**config.mk**
```make
export PLATFORM = sky130hd
export DESIGN_NAME = proximity_beep_alarm_flat
export DESIGN_NICKNAME = d
export VERILOG_FILES = /design/src/rtl/pba_pkg.sv /design/src/rtl/pba_if.sv /design/src/rtl/pba_front.sv /design/src/rtl/pba_queue.sv /design/src/rtl/pba_back.sv /design/src/rtl/proximity_beep_alarm.sv /design/src/flat_wrapper.sv
export SDC_FILE = /design/constraint.sdc
export NUM_CORES = 2
export LEC_CHECK = 0
export BUFFER_PORTS_ARGS = -buffer_cell sky130_fd_sc_hd__buf_2
export CORE_UTILIZATION = 30
export CTS_BUF_LIST = sky130_fd_sc_hd__clkbuf_8
export CTS_CLUSTER_DIAMETER = 100
export DETAILED_ROUTE_END_ITERATION = 12
export GPL_ROUTABILITY_DRIVEN = 0
export GPL_TIMING_DRIVEN = 0
export PLACE_DENSITY = 0.52
export SETUP_SLACK_MARGIN = 0.3
export SLEW_MARGIN = 40
export SYNTH_ARGS = -nofsm -noshare
export SYNTH_HDL_FRONTEND = slang
export SYNTH_SLANG_ARGS = --single-unit
```
**constraint.sdc**
```tcl
create_clock -name clk -period 15.4 [get_ports clk]
set_input_delay 2.31 -clock clk [delete_from_list [all_inputs] [get_ports clk]]
set_output_delay 2.31 -clock clk [all_outputs]
set_load 0.1 [all_outputs]
```
**src/rtl/pba_pkg.sv**
```systemverilog
`default_nettype none

package pba_pkg;

	// Field widths
	localparam int NUM_SENSORS = 4;
	localparam int IDX_W       = $clog2(NUM_SENSORS);
	localparam int SENSOR_W    = 2;
	localparam int ECHO_W      = 15;
	localparam int TIME_W      = 32;
	localparam int DIST_W      = 9;
	localparam int ON_W        = 10;
	localparam int IVL_W       = 11;
	localparam int CFG_IDX_W   = 3;
	localparam int CFG_DATA_W  = 11;

	// Distance numerators over DIST_DEN: dur*343 and max*20000 both fit 24 bits
	localparam int NUM_W = 24;
	localparam logic [NUM_W-1:0] SOUND_NUM = 24'd343;
	localparam logic [NUM_W-1:0] DIST_DEN  = 24'd20000;

	// Divide by 20000 as (n >> 5) * ceil(2^29 / 625) >> 29, exact for n >> 5 below 2^19
	localparam int DEN_SH  = 5;
	localparam int RCP_W   = 20;
	localparam int RCP_SH  = 29;
	localparam int QPROD_W = NUM_W - DEN_SH + RCP_W;
	localparam logic [RCP_W-1:0] RCP_625 = 20'd858994;

	// Interval mapping: |floor*(hi-lo)| < 2^20, signed sum needs 22 bits
	localparam int MAG_W  = 20;
	localparam int MAP_W  = 22;
	localparam int DCNT_W = $clog2(MAG_W);

	// Queue between front and back
	localparam int QUEUE_DEPTH = 2;
	localparam int QPTR_W      = $clog2(QUEUE_DEPTH);
	localparam int QCNT_W      = $clog2(QUEUE_DEPTH + 1);

	// Register reset values
	localparam logic [DIST_W-1:0] WARNING_RST = 9'd150;
	localparam logic [DIST_W-1:0] MAXDIST_RST = 9'd200;
	localparam logic [ON_W-1:0]   BEEP_ON_RST = 10'd50;
	localparam logic [IVL_W-1:0]  IVL_MIN_RST = 11'd30;
	localparam logic [IVL_W-1:0]  IVL_MAX_RST = 11'd500;

	typedef enum logic [CFG_IDX_W-1:0] {
		REG_WARNING  = 3'd0,
		REG_MAXDIST  = 3'd1,
		REG_BEEP_ON  = 3'd2,
		REG_IVL_MIN  = 3'd3,
		REG_IVL_MAX  = 3'd4
	} cfg_reg_t;

	typedef struct packed {
		logic [DIST_W-1:0] warn_limit_cm;
		logic [DIST_W-1:0] range_cap_cm;
		logic [ON_W-1:0]   beep_on_ms;
		logic [IVL_W-1:0]  interval_min_ms;
		logic [IVL_W-1:0]  interval_max_ms;
	} cfg_t;

	// Classified request handed from front to back
	typedef struct packed {
		logic [TIME_W-1:0]   now_ms;
		logic [DIST_W-1:0]   floor_cm;
		logic [SENSOR_W-1:0] sensor;
		logic                silent;
	} job_t;

	typedef enum logic [1:0] {
		FE_IDLE,
		FE_SCAN,
		FE_DIV,
		FE_PUSH
	} fe_state_t;

	typedef enum logic [2:0] {
		BE_IDLE,
		BE_MUL,
		BE_DIV,
		BE_MAP,
		BE_TIMER
	} be_state_t;

endpackage

`default_nettype wire

```
**src/rtl/pba_if.sv**
```systemverilog
`default_nettype none

interface pba_in_if;
	logic                        valid;
	logic                        ready;
	logic [pba_pkg::ECHO_W-1:0]  echo_front_us;
	logic [pba_pkg::ECHO_W-1:0]  echo_left_us;
	logic [pba_pkg::ECHO_W-1:0]  echo_right_us;
	logic [pba_pkg::ECHO_W-1:0]  echo_top_us;
	logic [pba_pkg::TIME_W-1:0]  now_ms;

	modport source (
		output valid, echo_front_us, echo_left_us, echo_right_us, echo_top_us, now_ms,
		input  ready
	);
	modport sink (
		input  valid, echo_front_us, echo_left_us, echo_right_us, echo_top_us, now_ms,
		output ready
	);
endinterface

interface pba_out_if;
	logic                          valid;
	logic                          ready;
	logic                          buzzer_on;
	logic [pba_pkg::IVL_W-1:0]     beep_interval_ms;
	logic [pba_pkg::DIST_W-1:0]    nearest_distance_cm;
	logic [pba_pkg::SENSOR_W-1:0]  nearest_sensor;

	modport source (
		output valid, buzzer_on, beep_interval_ms, nearest_distance_cm, nearest_sensor,
		input  ready
	);
	modport sink (
		input  valid, buzzer_on, beep_interval_ms, nearest_distance_cm, nearest_sensor,
		output ready
	);
endinterface

`default_nettype wire

```
**src/rtl/pba_front.sv**
```systemverilog
`default_nettype none

module pba_front (
	input  wire logic           clk,
	input  wire logic           arst_n,
	pba_in_if.sink              sensors,
	input  wire pba_pkg::cfg_t  cfg,
	output pba_pkg::job_t       push_job,
	output logic                push_valid,
	input  wire logic           push_ready
);
	import pba_pkg::*;

	fe_state_t state_q, state_nxt;

	logic [ECHO_W-1:0]  echo_q [NUM_SENSORS];
	logic [TIME_W-1:0]  now_q;
	logic [NUM_W-1:0]   best_q;      // running minimum numerator
	logic [IDX_W-1:0]   best_idx_q;
	logic [IDX_W-1:0]   idx_q;
	logic [DIST_W-1:0]  quo_q;

	logic [NUM_W-1:0]   max_num;
	logic [NUM_W-1:0]   warn_num;
	logic [ECHO_W-1:0]  dur;
	logic [NUM_W-1:0]   num;
	logic [NUM_W-1:0]   cand;
	logic [QPROD_W-1:0] quo_prod;

	// Per-sensor distance numerator, clamped to the maximum
	always_comb begin
		max_num  = NUM_W'(cfg.range_cap_cm) * DIST_DEN;
		warn_num = NUM_W'(cfg.warn_limit_cm) * DIST_DEN;
		dur      = echo_q[idx_q];
		num      = NUM_W'(dur) * SOUND_NUM;
		cand     = (dur == '0 || num > max_num) ? max_num : num;
	end

	// Divide by 20000: drop the factor 32, then multiply by a rounded-up 1/625
	always_comb begin
		quo_prod = QPROD_W'(best_q[NUM_W-1:DEN_SH]) * QPROD_W'(RCP_625);
	end

	// Next state
	always_comb begin
		state_nxt = state_q;
		unique case (state_q)
			FE_IDLE: if (sensors.valid) state_nxt = FE_SCAN;
			FE_SCAN: if (idx_q == IDX_W'(NUM_SENSORS - 1)) state_nxt = FE_DIV;
			FE_DIV:  state_nxt = FE_PUSH;
			FE_PUSH: if (push_ready) state_nxt = FE_IDLE;
			default: state_nxt = FE_IDLE;
		endcase
	end

	// Outputs
	always_comb begin
		sensors.ready   = (state_q == FE_IDLE);
		push_valid      = (state_q == FE_PUSH);
		push_job.now_ms   = now_q;
		push_job.floor_cm = quo_q;
		push_job.sensor   = SENSOR_W'(best_idx_q);
		// beyond warning: numerator strictly above warning*20000
		push_job.silent   = (best_q > warn_num);
	end

	always_ff @(posedge clk or negedge arst_n) begin
		if (!arst_n) begin
			state_q <= FE_IDLE;
		end else begin
			state_q <= state_nxt;
		end
	end

	// Datapath
	always_ff @(posedge clk) begin
		case (state_q)
			FE_IDLE: begin
				if (sensors.valid) begin
					echo_q[0]  <= sensors.echo_front_us;
					echo_q[1]  <= sensors.echo_left_us;
					echo_q[2]  <= sensors.echo_right_us;
					echo_q[3]  <= sensors.echo_top_us;
					now_q      <= sensors.now_ms;
					best_q     <= max_num;
					best_idx_q <= '0;
					idx_q      <= '0;
				end
			end
			FE_SCAN: begin
				if (cand < best_q) begin
					best_q     <= cand;
					best_idx_q <= idx_q;
				end
				idx_q <= idx_q + 1'b1;
			end
			FE_DIV: begin
				quo_q <= quo_prod[RCP_SH +: DIST_W];
			end
			default: begin
			end
		endcase
	end

endmodule

`default_nettype wire

```
**src/rtl/pba_queue.sv**
```systemverilog
`default_nettype none

module pba_queue (
	input  wire logic           clk,
	input  wire logic           arst_n,
	input  wire pba_pkg::job_t  push_job,
	input  wire logic           push_valid,
	output logic                push_ready,
	output pba_pkg::job_t       pop_job,
	output logic                pop_valid,
	input  wire logic           pop_ready
);
	import pba_pkg::*;

	job_t              mem_q [QUEUE_DEPTH];
	logic [QPTR_W-1:0] wr_ptr_q;
	logic [QPTR_W-1:0] rd_ptr_q;
	logic [QCNT_W-1:0] count_q;
	logic              do_push;
	logic              do_pop;

	always_comb begin
		push_ready = (count_q != QCNT_W'(QUEUE_DEPTH));
		pop_valid  = (count_q != '0);
		pop_job    = mem_q[rd_ptr_q];
		do_push    = push_valid && push_ready;
		do_pop     = pop_valid && pop_ready;
	end

	// Pointers and fill count
	always_ff @(posedge clk or negedge arst_n) begin
		if (!arst_n) begin
			wr_ptr_q <= '0;
			rd_ptr_q <= '0;
			count_q  <= '0;
		end else begin
			if (do_push) begin
				wr_ptr_q <= (wr_ptr_q == QPTR_W'(QUEUE_DEPTH - 1)) ? '0 : wr_ptr_q + 1'b1;
			end
			if (do_pop) begin
				rd_ptr_q <= (rd_ptr_q == QPTR_W'(QUEUE_DEPTH - 1)) ? '0 : rd_ptr_q + 1'b1;
			end
			if (do_push && !do_pop) begin
				count_q <= count_q + 1'b1;
			end else if (do_pop && !do_push) begin
				count_q <= count_q - 1'b1;
			end
		end
	end

	// Storage
	always_ff @(posedge clk) begin
		if (do_push) begin
			mem_q[wr_ptr_q] <= push_job;
		end
	end

endmodule

`default_nettype wire

```
**src/rtl/pba_back.sv**
```systemverilog
`default_nettype none

module pba_back (
	input  wire logic           clk,
	input  wire logic           arst_n,
	input  wire pba_pkg::cfg_t  cfg,
	input  wire pba_pkg::job_t  pop_job,
	input  wire logic           pop_valid,
	output logic                pop_ready,
	pba_out_if.source           alarm
);
	import pba_pkg::*;

	be_state_t state_q, state_nxt;

	job_t              job_q;
	logic [MAG_W-1:0]  mag_q;       // dividend, then quotient magnitude
	logic              neg_q;
	logic [DIST_W-1:0] rem_q;
	logic [DCNT_W-1:0] cnt_q;
	logic [IVL_W-1:0]  interval_q;
	logic [TIME_W-1:0] last_q;
	logic              beeping_q;
	logic              out_valid_q;
	logic              buzzer_q;
	logic [IVL_W-1:0]  ivl_out_q;
	logic [DIST_W-1:0] dist_out_q;
	logic [SENSOR_W-1:0] sensor_out_q;

	logic [IVL_W-1:0]  abs_diff;
	logic              diff_neg;
	logic [DIST_W:0]   rem_sh;
	logic              div_ge;
	logic [DIST_W:0]   rem_sub;
	logic signed [MAP_W-1:0] quo_s;
	logic signed [MAP_W-1:0] x_s;
	logic signed [MAP_W-1:0] lo_s;
	logic signed [MAP_W-1:0] hi_s;
	logic [IVL_W-1:0]  ivl_map;
	logic [TIME_W-1:0] elapsed;
	logic              beep_nxt;
	logic [TIME_W-1:0] last_nxt;
	logic              out_free;

	// Slope sign and magnitude
	always_comb begin
		diff_neg = (cfg.interval_max_ms < cfg.interval_min_ms);
		abs_diff = diff_neg ? cfg.interval_min_ms - cfg.interval_max_ms
			: cfg.interval_max_ms - cfg.interval_min_ms;
	end

	// One quotient bit per cycle, truncating toward zero on the magnitude
	always_comb begin
		rem_sh  = {rem_q, mag_q[MAG_W-1]};
		div_ge  = (rem_sh >= {1'b0, cfg.warn_limit_cm});
		rem_sub = rem_sh - {1'b0, cfg.warn_limit_cm};
	end

	// Offset and clamp
	always_comb begin
		quo_s = neg_q ? -$signed(MAP_W'(mag_q)) : $signed(MAP_W'(mag_q));
		lo_s  = $signed(MAP_W'(cfg.interval_min_ms));
		hi_s  = $signed(MAP_W'(cfg.interval_max_ms));
		x_s   = quo_s + lo_s;
		if (x_s < lo_s) begin
			ivl_map = cfg.interval_min_ms;
		end else if (x_s > hi_s) begin
			ivl_map = cfg.interval_max_ms;
		end else begin
			ivl_map = x_s[IVL_W-1:0];
		end
	end

	// On/off timer with wrapping time difference
	always_comb begin
		elapsed  = job_q.now_ms - last_q;
		beep_nxt = beeping_q;
		last_nxt = last_q;
		if (interval_q == '0) begin
			beep_nxt = 1'b0;
		end else if (!beeping_q) begin
			if (elapsed >= TIME_W'(interval_q)) begin
				beep_nxt = 1'b1;
				last_nxt = job_q.now_ms;
			end
		end else if (elapsed >= TIME_W'(cfg.beep_on_ms)) begin
			beep_nxt = 1'b0;
			last_nxt = job_q.now_ms;
		end
	end

	assign out_free = !out_valid_q || alarm.ready;

	// Next state
	always_comb begin
		state_nxt = state_q;
		unique case (state_q)
			BE_IDLE: begin
				if (pop_valid) begin
					if (pop_job.silent || cfg.warn_limit_cm == '0) begin
						state_nxt = BE_MAP;
					end else begin
						state_nxt = BE_MUL;
					end
				end
			end
			BE_MUL:   state_nxt = BE_DIV;
			BE_DIV:   if (cnt_q == DCNT_W'(MAG_W - 1)) state_nxt = BE_MAP;
			BE_MAP:   state_nxt = BE_TIMER;
			BE_TIMER: if (out_free) state_nxt = BE_IDLE;
			default:  state_nxt = BE_IDLE;
		endcase
	end

	// Outputs
	always_comb begin
		pop_ready                 = (state_q == BE_IDLE);
		alarm.valid               = out_valid_q;
		alarm.buzzer_on           = buzzer_q;
		alarm.beep_interval_ms    = ivl_out_q;
		alarm.nearest_distance_cm = dist_out_q;
		alarm.nearest_sensor      = sensor_out_q;
	end

	// Control and timer state
	always_ff @(posedge clk or negedge arst_n) begin
		if (!arst_n) begin
			state_q     <= BE_IDLE;
			beeping_q   <= 1'b0;
			last_q      <= '0;
			out_valid_q <= 1'b0;
		end else begin
			state_q <= state_nxt;
			if (state_q == BE_TIMER && out_free) begin
				beeping_q   <= beep_nxt;
				last_q      <= last_nxt;
				out_valid_q <= 1'b1;
			end else if (alarm.ready) begin
				out_valid_q <= 1'b0;
			end
		end
	end

	// Datapath
	always_ff @(posedge clk) begin
		case (state_q)
			BE_IDLE: begin
				if (pop_valid) begin
					job_q <= pop_job;
					mag_q <= '0;
					neg_q <= 1'b0;
				end
			end
			BE_MUL: begin
				mag_q <= MAG_W'(job_q.floor_cm) * MAG_W'(abs_diff);
				neg_q <= diff_neg;
				rem_q <= '0;
				cnt_q <= '0;
			end
			BE_DIV: begin
				rem_q <= div_ge ? rem_sub[DIST_W-1:0] : rem_sh[DIST_W-1:0];
				mag_q <= {mag_q[MAG_W-2:0], div_ge};
				cnt_q <= cnt_q + 1'b1;
			end
			BE_MAP: begin
				interval_q <= job_q.silent ? '0 : ivl_map;
			end
			BE_TIMER: begin
				if (out_free) begin
					buzzer_q     <= beep_nxt;
					ivl_out_q    <= interval_q;
					dist_out_q   <= job_q.floor_cm;
					sensor_out_q <= job_q.sensor;
				end
			end
			default: begin
			end
		endcase
	end

endmodule

`default_nettype wire

```
**src/rtl/proximity_beep_alarm.sv**
```systemverilog
// Path from request accept to result valid for an in-range reading:
// front: scan of the four sensors, divide, push; back: pop, multiply, 20-step divide, map, timer.
// Silent requests and a zero warning limit skip the back end's multiply and divide. The front
// takes a new request once its last one is in the queue, so it can work while the back is busy.
// Reset (arst_n low): queue empty, beep state off, toggle time zero, registers at defaults.
`default_nettype none

module proximity_beep_alarm (
	input  wire logic                            clk,
	input  wire logic                            arst_n,
	pba_in_if.sink                               sensors,
	pba_out_if.source                            alarm,
	input  wire logic                            wr_en,
	input  wire logic [pba_pkg::CFG_IDX_W-1:0]   wr_idx,
	input  wire logic [pba_pkg::CFG_DATA_W-1:0]  wr_data
);
	import pba_pkg::*;

	cfg_t cfg_q;
	job_t push_job;
	job_t pop_job;
	logic push_valid;
	logic push_ready;
	logic pop_valid;
	logic pop_ready;

	// Register bank
	always_ff @(posedge clk or negedge arst_n) begin
		if (!arst_n) begin
			cfg_q.warn_limit_cm   <= WARNING_RST;
			cfg_q.range_cap_cm    <= MAXDIST_RST;
			cfg_q.beep_on_ms      <= BEEP_ON_RST;
			cfg_q.interval_min_ms <= IVL_MIN_RST;
			cfg_q.interval_max_ms <= IVL_MAX_RST;
		end else if (wr_en) begin
			unique case (cfg_reg_t'(wr_idx))
				REG_WARNING: cfg_q.warn_limit_cm   <= wr_data[DIST_W-1:0];
				REG_MAXDIST: cfg_q.range_cap_cm    <= wr_data[DIST_W-1:0];
				REG_BEEP_ON: cfg_q.beep_on_ms      <= wr_data[ON_W-1:0];
				REG_IVL_MIN: cfg_q.interval_min_ms <= wr_data[IVL_W-1:0];
				REG_IVL_MAX: cfg_q.interval_max_ms <= wr_data[IVL_W-1:0];
				default: begin
				end
			endcase
		end
	end

	pba_front u_front (
		.clk        (clk),
		.arst_n     (arst_n),
		.sensors    (sensors),
		.cfg        (cfg_q),
		.push_job   (push_job),
		.push_valid (push_valid),
		.push_ready (push_ready)
	);

	pba_queue u_queue (
		.clk        (clk),
		.arst_n     (arst_n),
		.push_job   (push_job),
		.push_valid (push_valid),
		.push_ready (push_ready),
		.pop_job    (pop_job),
		.pop_valid  (pop_valid),
		.pop_ready  (pop_ready)
	);

	pba_back u_back (
		.clk       (clk),
		.arst_n    (arst_n),
		.cfg       (cfg_q),
		.pop_job   (pop_job),
		.pop_valid (pop_valid),
		.pop_ready (pop_ready),
		.alarm     (alarm)
	);

	// A silent result never sounds the buzzer
	a_silent_quiet: assert property (@(posedge clk) disable iff (!arst_n)
		alarm.valid && alarm.beep_interval_ms == '0 |-> !alarm.buzzer_on)
		else $error("buzzer on with silent interval");

	// The nearest distance never exceeds the clamp
	a_dist_clamped: assert property (@(posedge clk) disable iff (!arst_n)
		alarm.valid |-> alarm.nearest_distance_cm <= cfg_q.range_cap_cm)
		else $error("nearest distance above maximum");

	// Any sensor other than the first only wins with a reading below the clamp
	a_winner_closer: assert property (@(posedge clk) disable iff (!arst_n)
		alarm.valid && alarm.nearest_sensor != '0
			|-> alarm.nearest_distance_cm < cfg_q.range_cap_cm)
		else $error("non-default sensor chosen at clamp distance");

	// Queue push only happens when the front holds a finished request
	a_push_ready: assert property (@(posedge clk) disable iff (!arst_n)
		push_valid |-> !sensors.ready)
		else $error("front pushing while accepting");

endmodule

`default_nettype wire

```
**src/flat_wrapper.sv**
```systemverilog
// flat-port wrapper written by rule: the top's interface ports become plain ports
module proximity_beep_alarm_flat import pba_pkg::*;
  (clk, arst_n, wr_en, wr_idx, wr_data, sensors_valid, sensors_echo_front_us, sensors_echo_left_us, sensors_echo_right_us, sensors_echo_top_us, sensors_now_ms, sensors_ready, alarm_valid, alarm_buzzer_on, alarm_beep_interval_ms, alarm_nearest_distance_cm, alarm_nearest_sensor, alarm_ready);
  pba_in_if sensors_i ();
  pba_out_if alarm_i ();
  input  wire logic clk;
  input  wire logic arst_n;
  input  wire logic wr_en;
  input  wire logic [pba_pkg::CFG_IDX_W-1:0] wr_idx;
  input  wire logic [pba_pkg::CFG_DATA_W-1:0] wr_data;
  input wire logic [$bits(sensors_i.valid)-1:0] sensors_valid;
  input wire logic [$bits(sensors_i.echo_front_us)-1:0] sensors_echo_front_us;
  input wire logic [$bits(sensors_i.echo_left_us)-1:0] sensors_echo_left_us;
  input wire logic [$bits(sensors_i.echo_right_us)-1:0] sensors_echo_right_us;
  input wire logic [$bits(sensors_i.echo_top_us)-1:0] sensors_echo_top_us;
  input wire logic [$bits(sensors_i.now_ms)-1:0] sensors_now_ms;
  output wire logic [$bits(sensors_i.ready)-1:0] sensors_ready;
  output wire logic [$bits(alarm_i.valid)-1:0] alarm_valid;
  output wire logic [$bits(alarm_i.buzzer_on)-1:0] alarm_buzzer_on;
  output wire logic [$bits(alarm_i.beep_interval_ms)-1:0] alarm_beep_interval_ms;
  output wire logic [$bits(alarm_i.nearest_distance_cm)-1:0] alarm_nearest_distance_cm;
  output wire logic [$bits(alarm_i.nearest_sensor)-1:0] alarm_nearest_sensor;
  input wire logic [$bits(alarm_i.ready)-1:0] alarm_ready;
  assign sensors_i.valid = sensors_valid;
  assign sensors_i.echo_front_us = sensors_echo_front_us;
  assign sensors_i.echo_left_us = sensors_echo_left_us;
  assign sensors_i.echo_right_us = sensors_echo_right_us;
  assign sensors_i.echo_top_us = sensors_echo_top_us;
  assign sensors_i.now_ms = sensors_now_ms;
  assign sensors_ready = sensors_i.ready;
  assign alarm_valid = alarm_i.valid;
  assign alarm_buzzer_on = alarm_i.buzzer_on;
  assign alarm_beep_interval_ms = alarm_i.beep_interval_ms;
  assign alarm_nearest_distance_cm = alarm_i.nearest_distance_cm;
  assign alarm_nearest_sensor = alarm_i.nearest_sensor;
  assign alarm_i.ready = alarm_ready;
  proximity_beep_alarm u_core (.clk(clk), .arst_n(arst_n), .sensors(sensors_i), .alarm(alarm_i), .wr_en(wr_en), .wr_idx(wr_idx), .wr_data(wr_data));
endmodule
```
After elaboration in Yosys (flattened, before gate mapping)
Memory sizes are Yosys's and may differ from the RTL's. A register that Yosys moved wholly into a read port is not among the register bits.
Cells that the tools add are included.
W data, S select, Z words.
{ "word_totals": {"reg_bits": 275, "latch_bits": 0, "ram_bits": 148, "rom_bits": 0, "inputBits": 111, "out_inout_bits": 25, "elab_cells": 169, "mem_count": 2} }
{ "mem_list": {"columns": ["memory", "depth", "word_bits", "rd", "rd_ports_with_merged_regs", "wr", "line_no", "text"], "rows": [
  ["u_core.u_queue.mem_q", 2, 44, 1, 0, 1, "pba_queue.sv:15", "job_t mem_q [QUEUE_DEPTH];"],
  ["u_core.u_front.echo_q", 4, 15, 1, 1, 4, "pba_front.sv:16", "logic [ECHO_W-1:0] echo_q [NUM_SENSORS];"]
]} }
{ "op_classes": {"addsub": 12, "n_mul": 5, "div": 0, "magnitude_cmp": 9, "eq_ne": 22, "shift": 0, "mux": 47, "bitwise": 1, "n_reduce_logical": 40} }
{ "op_table": {"columns": ["operator", "n"], "rows": [
  ["$mux W32", 3],
  ["$mux W24", 3],
  ["$pmux W20 S3", 1],
  ["$gt A24 B24 Y1", 2],
  ["$pmux W24 S2", 1],
  ["$mul A9 B10 Y19 const B", 2],
  ["$mul A19 B19 Y37 const B", 1],
  ["$mux W11", 3],
  ["$ge A32 B10 Y1", 1],
  ["$ge A32 B11 Y1", 1],
  ["$sub A32 B32 Y32", 1],
  ["$lt A24 B24 Y1", 1],
  ["$mul A15 B9 Y24 const B", 1],
  ["$add A22 B12 Y22", 1],
  ["$gt A22 B12 Y1", 1],
  ["$lt A22 B12 Y1", 1],
  ["$mux W22", 1],
  ["$neg A20 Y22", 1],
  ["$reduce_and A2 Y1", 11],
  ["$sub A11 B11 Y11", 2],
  ["$mul A9 B11 Y20", 1],
  ["$mux W20", 1],
  ["$mux W2", 9],
  ["$pmux W9 S2", 1],
  ["36 further kinds", 85]
]} }

Logic depth before layout (Yosys ltp)
{ "logic_depth": {"ltp_word": 7, "mapped_depth": 44, "ltp_nobuf": 41} }

Hierarchy
From an unflattened synthesis, not the netlist that was laid out.
{ "hier_totals": {"cells_unflattened": 3380, "hier_area_um2": 37480.9} }
{ "by_module_without_submodules": {"columns": ["module", "n_inst", "cells_per_inst", "area_each_um2"], "rows": [
  ["pba_front", 1, 1660, 17983.5],
  ["pba_back", 1, 1456, 14000.9],
  ["pba_queue", 1, 155, 3569.7],
  ["proximity_beep_alarm", 1, 109, 1926.8]
]} }

Least setup slack after synthesis
OpenSTA, ideal clock, no wires.
{ "synth_timing": {"path_type": "flip-flop to flip-flop", "startpoint": "register with a tool-made name", "endpoint": "register u_core.u_front.best_idx_q[0], enable pin", "t_arrival_ns": 11.160, "required_time_ns": 14.982, "setup_slack_ns": 3.822, "path_stages_with_launch": 41, "synth_period_minus_slack_ns": 11.578, "cell_sequence": "dfxtp_1 > clkbuf_1 > buf_1 > mux4_2 > ha_1 > fa_1 > fa_1 > inv_1 > fa_1 > inv_1 > ha_1 > or3_1 > o21ai_0 > a21oi_1 > a41o_1 > o41ai_1 > o21ai_0 > o211a_1 > (+5 left out) > nor4_1 > a31oi_1 > a221oi_1 > clkbuf_1 > nand2_1 > o21ai_0 > ha_1 > a21o_1 > a21o_1 > a21o_1 > a21o_1 > a21o_1 > a21o_1 > a21oi_1 > o21ai_0 > a21oi_1 > o21ai_0 > a21oi_1"} }
{ "synth_lines": {"columns": ["item", "line_no", "text"], "rows": [
  ["to (signal assigned)", "pba_front.sv:93", "best_idx_q <= idx_q;"],
  ["to (decl)", "pba_front.sv:19", "logic [IDX_W-1:0] best_idx_q;"]
]} }

==> flow_metrics.env <==
export IMPL_grt_pass1_wl_mm=144
export IMPL_worstPathRequired_ps=15850
export IMPL_grt_max_degree=57
export IMPL_first_pass_iters=5
export IMPL_hold_viol=0
export IMPL_numCtsBuffers=74
export IMPL_initial_core_util=0.302
export IMPL_max_cap_violations=0
export IMPL_boundaryPins=136
export IMPL_worstSetupPathType="reg2reg"
export IMPL_overflow=0
export IMPL_vias=24485
export IMPL_period_share=0.803
export IMPL_startpoint_type="register"
export IMPL_synthArstFlopShare=0.219
export IMPL_synth_avg_cell_area_sq_um=10.9
export IMPL_final_layout_size_suffix_gt1_frac=0.115
export IMPL_fillers=12220
export IMPL_dpl_hpwl_mm=72.3
export IMPL_yosys_register_bits=425
export IMPL_synth_main_ff_cell="edfxtp_1"
export IMPL_cts_tree="built"
export IMPL_layoutNonFillerInstCount=5289
export IMPL_final_nets=4535
export IMPL_reg2reg_setup_slack_ps=3030
export IMPL_drcViolationCount=0
export IMPL_synth_distinct_cells=88
export IMPL_cp_num_buf_inv=6
export IMPL_holdBufCountCts=0
export IMPL_synth_edff_count=330
export IMPL_max_stage_delay_ps=720
export IMPL_grtUsageTotal=0.149
export IMPL_rows=128
export IMPL_cpMostUsedCell="a21o_1"
export IMPL_htree_levels=3
export IMPL_wirelength_mm=90.4
export IMPL_crit_path_top_delay_cell="a221oi_2"
export IMPL_postSynthCellCount=3382
export IMPL_ant_nets=0
export IMPL_die_area_sq_um=124000
export IMPL_wl_per_cell_um=17.1
export IMPL_dp_cells=5151
export IMPL_min_period_ps=12370
export IMPL_cts_resized=0
export IMPL_io_buffers=135
export IMPL_min_path_type="reg2reg"
export IMPL_fmax_mhz=80.8
export IMPL_relSlewSlack=0.453
export IMPL_root_buffer="clkbuf_8"
export IMPL_path_max_fanout=15
export IMPL_cts_sinks=425
export IMPL_clock_skew_ps=43.2
export IMPL_cp_top_family="compound AO/OA/AOI/OAI gates"
export IMPL_dieHeight_um=352
export IMPL_status="complete, no violations"
export IMPL_final_setup_tns_ps=0
export IMPL_grt_pass1_vias=25218
export IMPL_finalMaxSlewViolations=0
export IMPL_clk_latency_ps=750
export IMPL_worst_pin_slew_ps=821
export IMPL_rsz0062_at_grt="no"
export IMPL_ys_seq_area_frac=0.335
export IMPL_post_cts_buffers=0
export IMPL_syn_area_sq_um=36700
export IMPL_antenna_found_initial=7
export IMPL_drt_initial_drc_count=1335
export IMPL_core_sq_um=122000
export IMPL_clockBufferDepth=3
export IMPL_vias_per_cell=4.63
export IMPL_cp_end_kind="register"
export IMPL_path_clk_slew_ps=70
export IMPL_synth_fp_nets=4315
export IMPL_setup_viol_count_final=0
export IMPL_arrival_ps=12820
export IMPL_die_w_um=352
export IMPL_ys_warn_count=0
export IMPL_syn_to_final_growth_pct=12.4
-- path summary, 6_finish.rpt --
path,startpoint,endpoint,cells past startpoint
setup / recovery,register,u_core.u_front.best_q[7]$_DFFE_PP_,41
hold / removal,u_core.u_back.job_q[2]$_DFFE_PP_,u_core.u_back.alarm.nearest_sensor[1]$_DFFE_PP_,0
setup reg to reg,register,u_core.u_front.best_q[7]$_DFFE_PP_,41
hold reg to reg,u_core.u_back.job_q[2]$_DFFE_PP_,u_core.u_back.alarm.nearest_sensor[1]$_DFFE_PP_,0
max in group asynchronous,arst_n,u_core.cfg_q[2]$_DFFE_PN1P_,2
min in group asynchronous,arst_n,u_core.u_back.last_q[19]$_DFFE_PN0P_,1
-- cells in the final DEF, fill, tap and decap left out, drive strengths merged, types with 12 or more instances in the layout --
| cell type | count |
|---|---|
| nand2b | 36 |
| inv | 660 |
| mux4 | 15 |
| fa | 282 |
| nand4 | 24 |
| edfxtp | 330 |
| nor2b | 38 |
| o21ai | 157 |
| clkbuf | 139 |
| nand2 | 219 |
| clkinv | 23 |
| a31oi | 13 |
| a211oi | 21 |
| dfstp | 20 |
| nor3 | 31 |
| nand3 | 54 |
| xor2 | 40 |
| mux2 | 105 |
| o31ai | 12 |
| a21oi | 132 |
| nor2 | 101 |
| and3 | 16 |
| a21o | 71 |
| o21bai | 18 |
| buf | 155 |
| o21a | 27 |
| dfrtp | 73 |
| xnor2 | 89 |
| ha | 540 |
| and2 | 43 |
-- per-stage QoR --
stage	worst slack (ps)	hold slack (ps)	util	instance area (sq um)
after floorplan	3820	400	-	36700
after global placement	720	409	0.325	39500
after detailed placement	3120	405	0.327	39800
after CTS	3050	417	0.339	41300
after global routing	2230	426	0.340	41300
final	3030	411	0.340	41300
-- cell families after synthesis --
group	share of synthesized area
adders and majority gates	0.338
buffers and inverters	0.0732
and+or+nand+nor	0.0850
AOI/OAI and AO/OA	0.0943
DFF	0.335
muxes	0.0445
xor gates and xnor gates	0.0308
-- layer usage --
| metal | track usage | wire length (um) |
|---|---|---|
| met4 | 0.0510 | 2870 |
| met3 | 0.0271 | 4350 |
| met1 | 0.204 | 42600 |
| met2 | 0.235 | 40600 |
| met5 | 0 | 8 |
-- cells in the mapped netlist, drive strengths merged, types with 12 or more instances --
library cell  count  area [sq um]
inv             636          2390
ha              540          6760
edfxtp          330          9910
fa              282          5650
nand2           219           822
o21ai           157           793
a21oi           132           661
mux2            105          1190
nor2            101           379
xnor2            89           780
dfrtp            73          1830
a21o             71           533
clkbuf           60           226
nand3            54           270
and2             43           269
xor2             40           350
nor2b            38           238
nand2b           36           225
nor3             31           155
o21a             27           203
nand4            24           150
a211oi           21           173
dfstp            20           526
o21bai           18           135
and3             16           100
mux4             15           338
a31oi            13          81.3
o31ai            12          90.1
-- registers in the layout (all words and copies together), names as in the netlist, 9 cells and up, named ones only --
signal	flops
u_core.u_front.quo_q	9
u_core.u_back.alarm.beep_interval_ms	11
u_core.u_back.mag_q	20
u_core.u_back.job_q	44
u_core.u_back.alarm.nearest_distance_cm	9
u_core.u_back.rem_q	9
u_core.u_back.last_q	32
u_core.u_front.now_q	32
u_core.cfg_q	50
u_core.u_back.interval_q	11
u_core.u_front.best_q	24
u_core.u_queue.mem_q	88
u_core.u_front.echo_q	60
-- final cells by class --
class                           count  area, sq um  area share
Antenna cell                        4         10.0    0.000242
Buffer                             71          308     0.00746
Clock buffer                       79         1090      0.0263
Clock inverter                     55          388     0.00939
Inverter                          636         2390      0.0579
Multi-Input combinational cell   2250        21900       0.530
Sequential cell                   425        12300       0.298
Tap cell                         1625         2030      0.0492
Timing Repair Buffer              144          878      0.0213
Power is not shown: default switching activity piles up to over one toggle a cycle in this logic, so the estimate is an artifact.
